## src/design/obmu_pkg.sv

```systemverilog
`timescale 1ns / 1ps
// Shared types and constants for the market-by-order book update unit.
// Used by the controller, the datapath and the top level; no dependencies.
package obmu_pkg;

	localparam int MAX_ORDERS = 1024;
	localparam int MAX_LEVELS = 256;
	localparam int OIDX_W     = $clog2(MAX_ORDERS);
	localparam int LVL_W      = $clog2(MAX_LEVELS + 1);
	localparam int CNT_W      = 11;

	localparam logic [CNT_W-1:0] CNT_SAT = '1;

	localparam logic [2:0] MODE_CLEAR  = 3'd0;
	localparam logic [2:0] MODE_ADD    = 3'd1;
	localparam logic [2:0] MODE_CANCEL = 3'd2;
	localparam logic [2:0] MODE_MODIFY = 3'd3;

	localparam logic [2:0] STS_OK      = 3'd0;
	localparam logic [2:0] STS_UNKNOWN = 3'd1;
	localparam logic [2:0] STS_DUP     = 3'd2;
	localparam logic [2:0] STS_OVER    = 3'd3;
	localparam logic [2:0] STS_SIDE    = 3'd4;
	localparam logic [2:0] STS_FULL    = 3'd5;

	typedef enum logic [1:0] {
		SCAN_PRE,
		SCAN_OLD,
		SCAN_POST,
		SCAN_SWEEP
	} scan_t;

	typedef enum logic [3:0] {
		S_INIT,
		S_IDLE,
		S_PRE,
		S_CHECK,
		S_OLD,
		S_APPLY,
		S_SWEEP,
		S_POST,
		S_FINISH
	} state_t;

	typedef struct packed {
		logic               valid;
		logic [63:0]        id;
		logic signed [63:0] price;
		logic               side;
		logic [31:0]        size;
		logic [31:0]        stamp;
	} entry_t;

	typedef struct packed {
		logic  load;
		logic  start;
		scan_t kind;
		logic  apply;
		logic  emit;
	} cmd_t;

	typedef struct packed {
		logic done;
		logic need_old;
		logic is_clear;
		logic out_free;
	} sts_t;

endpackage

```

## src/design/obmu_ctrl.sv

```systemverilog
`timescale 1ns / 1ps
// Controller state machine of the book update unit: sequences the table scans,
// the update and the result hand-off. Depends on obmu_pkg.
module obmu_ctrl (
	input  logic            clk,
	input  logic            arst_n,
	input  logic            in_valid,
	output logic            in_stall,
	input  obmu_pkg::sts_t  sts,
	output obmu_pkg::cmd_t  cmd
);
	import obmu_pkg::*;

	state_t state_q;
	state_t state_nxt;

	always_ff @(posedge clk or negedge arst_n) begin
		if (!arst_n) begin
			state_q <= S_INIT;
		end else begin
			state_q <= state_nxt;
		end
	end

	always_comb begin
		state_nxt = state_q;
		cmd       = '0;
		cmd.kind  = SCAN_PRE;
		in_stall  = 1'b1;
		case (state_q)
			S_INIT: begin
				if (sts.done) state_nxt = S_IDLE;
			end
			S_IDLE: begin
				in_stall = 1'b0;
				if (in_valid) begin
					cmd.load  = 1'b1;
					cmd.start = 1'b1;
					cmd.kind  = SCAN_PRE;
					state_nxt = S_PRE;
				end
			end
			S_PRE: begin
				if (sts.done) state_nxt = S_CHECK;
			end
			S_CHECK: begin
				if (sts.need_old) begin
					cmd.start = 1'b1;
					cmd.kind  = SCAN_OLD;
					state_nxt = S_OLD;
				end else begin
					state_nxt = S_APPLY;
				end
			end
			S_OLD: begin
				if (sts.done) state_nxt = S_APPLY;
			end
			S_APPLY: begin
				cmd.apply = 1'b1;
				cmd.start = 1'b1;
				if (sts.is_clear) begin
					cmd.kind  = SCAN_SWEEP;
					state_nxt = S_SWEEP;
				end else begin
					cmd.kind  = SCAN_POST;
					state_nxt = S_POST;
				end
			end
			S_SWEEP: begin
				if (sts.done) begin
					cmd.start = 1'b1;
					cmd.kind  = SCAN_POST;
					state_nxt = S_POST;
				end
			end
			S_POST: begin
				if (sts.done) state_nxt = S_FINISH;
			end
			S_FINISH: begin
				if (sts.out_free) begin
					cmd.emit  = 1'b1;
					state_nxt = S_IDLE;
				end
			end
			default: begin
				state_nxt = S_IDLE;
			end
		endcase
	end

endmodule

```

## config.mk

```make
export PLATFORM = sky130hd
export DESIGN_NAME = obmu_ctrl
export DESIGN_NICKNAME = d
export VERILOG_FILES = /design/src/design/obmu_pkg.sv /design/src/design/obmu_ctrl.sv
export SDC_FILE = /design/constraint.sdc
export NUM_CORES = 1
export LEC_CHECK = 0
export ABC_AREA = 1
export BUFFER_PORTS_ARGS = -buffer_cell sky130_fd_sc_hd__buf_2
export CAP_MARGIN = 20
export CORE_AREA = 4 4 41 43
export DETAILED_ROUTE_END_ITERATION = 10
export DIE_AREA = 0 0 45 47
export GPL_TIMING_DRIVEN = 0
export HOLD_SLACK_MARGIN = 0.1
export SETUP_SLACK_MARGIN = 0.15
export SYNTH_ARGS = -nofsm -noshare
export SYNTH_HDL_FRONTEND = slang
export SYNTH_SLANG_ARGS = --single-unit
```

## constraint.sdc

```tcl
create_clock -name clk -period 1.2 [get_ports clk]
set_input_delay 0.06 -clock clk [delete_from_list [all_inputs] [get_ports clk]]
set_output_delay 0.06 -clock clk [all_outputs]
set_load 0.02 [all_outputs]
```

After elaboration in Yosys (flattened, before gate mapping)

Index checks and enable logic that the tools add are counted.

Input bits: 7
Latch bits: 0
Logic and storage cells: 38
Register bits: 4
Bits in read-only memories: 0
Output and inout port bits: 7
Memories: 0
Bits in writable memories: 0

Mux-type cells: 20
Divide/modulo/power cells: 0
Reductions and logical operators: 2
Multipliers: 0
Bitwise operators: 0
$lt $le $gt $ge: 0
Eq/ne operators: 15
Shifts and indexed selects: 0
Add/subtract/negate cells: 0

Operator list:

| operator           | number |
|---|---|
| $pmux 4 s9         | 1 |
| $mux 4             | 8 |
| $eq 4x3->1 const B | 4 |
| $ne 2x2->1 const B | 7 |
| $pmux 3 s4         | 1 |
| $eq 4x2->1 const B | 2 |
| $mux 1             | 8 |
| $reduce_and 7->1   | 1 |
| $mux 3             | 2 |
| $eq 4x1->1 const B | 1 |
| $eq 4x4->1 const B | 1 |
| $logic_not 4->1    | 1 |

Longest topological paths before layout

Gate-level depths: netlist (run 1).

Depth after elaboration: 3
Depth in mapped cells: 7
Depth with buffers taken out: 7

Least setup slack after synthesis (run 1)

OpenSTA, ideal clock, no wires.

Kind: register -> output
From: register state_q[2]
To: output port cmd[4] (netlist name)
Path buffers: 0
Data required time: 1.140 ns
Path slack: -0.029 ns
Data arrival time: 1.169 ns
Stages on the path, launching flop included: 6
Path through: dfrtp_1 inv_1 nor2_2 nand3_2 o21ai_2 or2_1

RTL lines:

| element                  | RTL line        | source |
|---|---|---|
| start: declaration       | obmu_ctrl.sv:14 | `state_t state_q;` |
| start signal: assignment | obmu_ctrl.sv:21 | `state_q <= state_nxt;` |
| end: declaration         | obmu_ctrl.sv:10 | `output obmu_pkg::cmd_t cmd` |

==> flow_summary_export.csv, run 1 <==
group,metric,value,unit
critical_path,crit_chain,"buf_6 > nand3_2 > o21ai_4 > or2_4 > buf_6",
floorplan,start_util,27.8,%
finish,largest_reg_flops,4,
critical_path,worstSetupPathType,"register to output port",
sta,rsz0062_at_grt,"yes",
critical_path,cp_top_family,"flip-flops",
floorplan,core.rowCount,13,
synth,syn_area_per_cell,6.23,µm²
synth,ys_seq_elements,4,
status,status,"complete, but fails checks",
clocking,clock-sinks,4,
run,drv_cap,0,
floorplan,die_x,45,µm
power_and_ir_drop,p_per_area,2720,mW/mm²
critical_path,crit_start,"state_q[1]$_DFFE_PN0P_",
finish,final_nets,95,
critical_path,end_kind,"output port",
drt,drt_first_pass_iters,4,
global_route,overflow,0,
synth,ys_types,16,
floorplan,core,0.00130,mm²
global_route,grt_pass1_vias,461,
power_and_ir_drop,power.total,0.00190,W
critical_path,startpoint_type,"register",
finish,top_register,"state_q",
sta,setup_violations,11,
drt,drc_errors,0,
critical_path,crit_slowest_cell,"dfrtp_2",
sta,post-route-period-util,118,%
critical_path,r2r.worst_path.cells,6,
place,place.gp.congestion,0.822,
synth,netlist_area,362,µm²
drt,drt-vias-per-instance,4.95,
clocking,clock_latency,0.24,ns
drt,drt_wl_total,1.19,mm
global_route,antenna_found_initial,0,
power_and_ir_drop,ir_drop,1120,µV
global_route,globalRouteTotalUtil,12.4,%
sta,finalHoldViolCount,0,
sta,fin_setup_tns,-1.12,ns
synth,synthCells,58,
clocking,numCtsBuffers,3,
place,dp_slack,-0.0667,ns
finish,area_delta_synth_final,93.4,%
critical_path,crit_buf_inv,2,
sta,period_minus_slack,1.42,ns
min_path,worstHoldPathType,"primary input to register",
sta,timing.final.ws_setup,-0.217,ns
clocking,cts_tree,"built",
sta,drv_slew,0,
critical_path,critPathArrivalTime,1.36,ns
sta,fmax,706,MHz
critical_path,cp_num_cells,5,
finish,top_regs,"state_q x4",
place,io_buffers,13,
synth,synth_nets,65,
critical_path,r2r_end,"state_q[0]$_DFFE_PN0P_",
power_and_ir_drop,p_leak,0.353,nW
critical_path,r2r-start,"state_q[1]$_DFFE_PN0P_",
drt,initialDrtViolationCount,2,
global_route,grt_pass1_wl,1.85,mm
floorplan,dieHeight,47,µm
critical_path,setup.worst_path.end,"cmd[4]",
synth,yosys_warnings,0,
critical_path,worst_ep_required_time,1.14,ns
global_route,grt_start_max_net_pins,6,
clocking,root_buffer,"clkbuf_4",
critical_path,path_max_fanout,5,
drt,wl_per_cell,11.8,µm
place,place_hpwl,660,µm
clocking,cts_buffer_depth,2,
finish,fill_cells,130,
clocking,clk_pin_slew,0.05,ns
sta,tightest_slew,0.184,ns
floorplan,dieArea,0.00212,mm²
clocking,h-tree-depth,1,
synth,yosysSeqAreaShare,27.7,%
floorplan,io-pin-count,14,
sta,slew_headroom,87.8,%
sta,whs,0.153,ns
status,violations,"setup timing",
critical_path,slowest_delay,0.47,ns
drt,vias,500,
critical_path,rrSetupSlack,-0.04,ns
finish,drive_gt1_share,62.8,%
critical_path,worst_path_most_repeated_cell,"buf_6",
sta,clock_skew,0.0145,ns
finish,num_antenna_cells,0,
drt,ant_nets,0,
-- repair_timing --
item,4_1_cts,5_1_grt
pin swaps,3,6
endpoints found under the setup margin,11,11
resized for setup,25,9
buffers inserted,9,2
hold buffers,1,0
endpoints found under the hold margin,4,0
-- worst min path at each step --
stage           start                endpoint  slack, ns  cells after the start
2_1_floorplan  arst_n  state_q[0]$_DFFE_PN0P_      -0.24                      0
3_3_place_gp   arst_n  state_q[1]$_DFFE_PN0P_      -0.13                      1
3_5_place_dp   arst_n  state_q[1]$_DFFE_PN0P_      -0.13                      1
4_1_cts        sts[0]  state_q[3]$_DFFE_PN0P_       0.14                      4
5_1_grt        arst_n  state_q[0]$_DFFE_PN0P_       0.16                      2
6_report       sts[0]  state_q[3]$_DFFE_PN0P_       0.15                      4
-- where the power goes --
group	internal, W	leakage (nW)	switching (W)
Sequential	0.000209	0.0451	0.000126
Combinational	0.000662	0.294	0.000732
Clock	0.000112	0.0138	0.0000596
-- synth_stat cells --
cell type	count	area, µm²
inv_2	4	15.0
o21ai_2	1	8.76
nand3_1	8	40.0
nor3_1	1	5.00
o21ai_0	1	5.00
dfrtp_1	4	100
nand3b_1	1	7.51
a21oi_1	1	5.00
nand2_1	15	56.3
nand2_2	1	6.26
nor2_2	4	25.0
o21ai_1	2	10.0
or2_1	1	6.26
nor2_1	5	18.8
nand3_2	3	30.0
inv_1	6	22.5
-- kinds of logic after synthesis --
logic type / synth area share (%)
buffers and inverters: 10.4
flip-flops: 27.7
AO/OA/AOI/OAI: 7.96
AND/OR/NAND/NOR: 54.0
-- tightest hold or removal path, stage by stage --
cell     delay [ns]
buf_2          0.08
inv_1          0.06
nand3_4        0.09
nand2_1        0.05
-- metal layers --
metal  global-route usage [%]  up-vias  wire length (µm)
met3                     4.98        6                76
li1                         -      243                 -
met2                     23.2       21               652
met5                        0        -                 0
met1                     11.7      230               411
met4                     5.85        0                50
-- final cells by class --
class                           instances  area (µm²)  share of cell area [%]
Inverter                               10        40.0                    5.72
Sequential cell                         4         105                    15.0
Multi-Input combinational cell         44         308                    44.0
Tap cell                               15        18.8                    2.68
Clock buffer                            3        22.5                    3.22
Timing Repair Buffer                   25         205                    29.3
-- through the flow --
| step | util [%] | instances | cell area (µm²) |
|---|---|---|---|
| finish | 53.8 | 101 | 699 |
| global route | 53.8 | 101 | 699 |
| global placement | 36.1 | 86 | 469 |
| detailed placement | 36.1 | 86 | 469 |
| CTS | 49.8 | 99 | 648 |
| floorplan | - | 58 | 385 |
-- cells in the final DEF (no fill, tap or decap), types with 2 or more instances in the layout --
cell type and instances:
buf_2 6, buf_4 10, buf_6 8, clkbuf_4 3
dfrtp_2 4, inv_1 5, inv_2 4, nand2_1 11
nand2_2 4, nand3_1 7, nand3_2 2, nand3_4 2
nor2_1 3, nor2_4 6
Power figures use the tool's default switching activity.
==> inputs of run 2 (changes only) <==
- CAP_MARGIN: 20 -> 25
- PLACE_DENSITY_LB_ADDON: not set -> 0.2
==> flow_summary_export.csv, run 2 (same netlist as run 1, synthesis figures left out) <==
group,metric,value,unit
global_route,grt_pass1_vias,476,
clocking,cts_tree,"built",
drt,drt_wl_total,1.12,mm
global_route,globalRouteTotalUtil,11.9,%
critical_path,end_kind,"output port",
clocking,h-tree-depth,1,
critical_path,worstSetupPathType,"register to output port",
power_and_ir_drop,ir_drop,789,µV
power_and_ir_drop,p_leak,0.365,nW
global_route,overflow,0,
critical_path,cp_top_family,"flip-flops",
sta,tightest_slew,0.228,ns
power_and_ir_drop,power.total,0.00197,W
run,drv_cap,0,
drt,initialDrtViolationCount,11,
sta,rsz0062_at_grt,"yes",
finish,drive_gt1_share,69.8,%
finish,largest_reg_flops,4,
sta,finalHoldViolCount,0,
sta,fmax,719,MHz
finish,top_register,"state_q",
clocking,clock_latency,0.23,ns
power_and_ir_drop,clock_power_share,8.6,%
status,status,"complete, but fails checks",
power_and_ir_drop,switchingPower,0.000952,W
global_route,antenna_found_initial,0,
clocking,numCtsBuffers,3,
clocking,clock-sinks,4,
finish,final_nets,95,
critical_path,critPathArrivalTime,1.33,ns
floorplan,core,0.00130,mm²
critical_path,slowest_delay,0.41,ns
floorplan,die_x,45,µm
finish,fin_cells,101,
power_and_ir_drop,p_per_area,2740,mW/mm²
drt,drc_errors,0,
critical_path,r2r-start,"state_q[1]$_DFFE_PN0P_",
clocking,root_buffer,"clkbuf_4",
drt,vias,466,
power_and_ir_drop,p_int,0.00102,W
critical_path,crit_chain,"inv_2 > nor2_4 > nand3_4 > o21ai_4 > or2_4 > buf_6",
clocking,clk_pin_slew,0.04,ns
finish,top_regs,"state_q x4",
critical_path,path_max_fanout,3,
sta,drv_slew,0,
critical_path,crit_slowest_cell,"dfrtp_2",
place,dp.cells,86,
place,io_buffers,13,
floorplan,io-pin-count,14,
global_route,grt_pass1_wl,1.79,mm
min_path,worstHoldPathType,"primary input to async pin",
drt,wl_per_cell,11.1,µm
floorplan,start_util,27.8,%
finish,final_area,719,µm²
place,place_hpwl,683,µm
clocking,cts_buffer_depth,2,
critical_path,worst_ep_required_time,1.14,ns
power_and_ir_drop,p_sw_share,48.4,%
status,violations,"setup timing",
sta,whs,0.165,ns
drt,drt_first_pass_iters,4,
power_and_ir_drop,seq_power_share,15.4,%
power_and_ir_drop,p_comb_share,76.0,%
critical_path,crit_buf_inv,2,
drt,drt-vias-per-instance,4.61,
sta,timing.final.ws_setup,-0.191,ns
floorplan,dieArea,0.00212,mm²
critical_path,startpoint_type,"register",
drt,ant_nets,0,
place,placed_area,469,µm²
finish,mostFrequentLayoutCells,"11 x nand2_1, 9 x buf_4, 9 x buf_6, 7 x nand3_2",
sta,slew_headroom,84.7,%
sta,post-route-period-util,116,%
place,dp_slack,-0.0860,ns
finish,num_antenna_cells,0,
sta,clock_skew,0.00110,ns
finish,final_common_cell,"nand2_1",
global_route,grt_start_max_net_pins,6,
critical_path,crit_start,"state_q[2]$_DFFE_PN0P_",
place,place.gp.congestion,0.798,
sta,period_minus_slack,1.39,ns
finish,area_delta_synth_final,99.0,%
floorplan,core.rowCount,13,
floorplan,dieHeight,47,µm
sta,setup_violations,11,
## run 2: cell counts in the layout (fill, tap and decap cells not counted)
No cell type changed its count.
## run 2: area by class of cell
cell class                 count  area [µm²]
fill                         122         582
inverter                      10        37.5
sequential                     4         104
tap                           15        18.8
timing repair buffer          25         209
multi-input combinational     44         328
clock buffer                   3        22.5
## run 2: power by group through the flow
stage	Combinational [W]	Sequential [W]	Clock, W
floorplan	0.000657	0.000279	0
global route	0.00160	0.000312	0.000186
global placement	0.000818	0.000310	0
finish	0.00150	0.000303	0.000169
detailed placement	0.000822	0.000307	0
CTS	0.00136	0.000301	0.000174
## run 2: repair_timing
item / 4_1_cts / 5_1_grt
gates resized for setup: 31 / 9
setup buffers: 11 / 0
setup endpoints to repair: 11 / 11
hold buffers: 1 / 0
cloned: 0 / 0
endpoints found under the hold margin: 4 / 0
pin swaps: 5 / 9
## run 2: final timing paths
kind	to	slack [ns]	cells after the start
setup / recovery	cmd[4]	-0.19	6
hold / removal	state_q[0]$_DFFE_PN0P_	0.16	2
setup reg to reg	state_q[3]$_DFFE_PN0P_	-0.03	7
hold reg to reg	state_q[2]$_DFFE_PN0P_	0.68	3
max in group asynchronous	state_q[3]$_DFFE_PN0P_	0.91	2
min in group clk	state_q[3]$_DFFE_PN0P_	0.20	5
## run 2: per-stage QoR
stage	util (%)	TNS [ns]
after floorplan	-	0
after global placement	36.1	-0.160
after detailed placement	36.1	-0.156
after CTS	52.8	-0.759
after global routing	55.3	-1.49
final	55.3	-0.875
## run 2: per-layer routing
metal  vias up  global-route usage (%)  part of all wire (%)
li1        243                       -                     -
met4         0                    4.09                     0
met5         -                       0                     0
met1       213                    11.9                    42
met3         0                    5.36                   3.4
met2        10                    21.8                    55
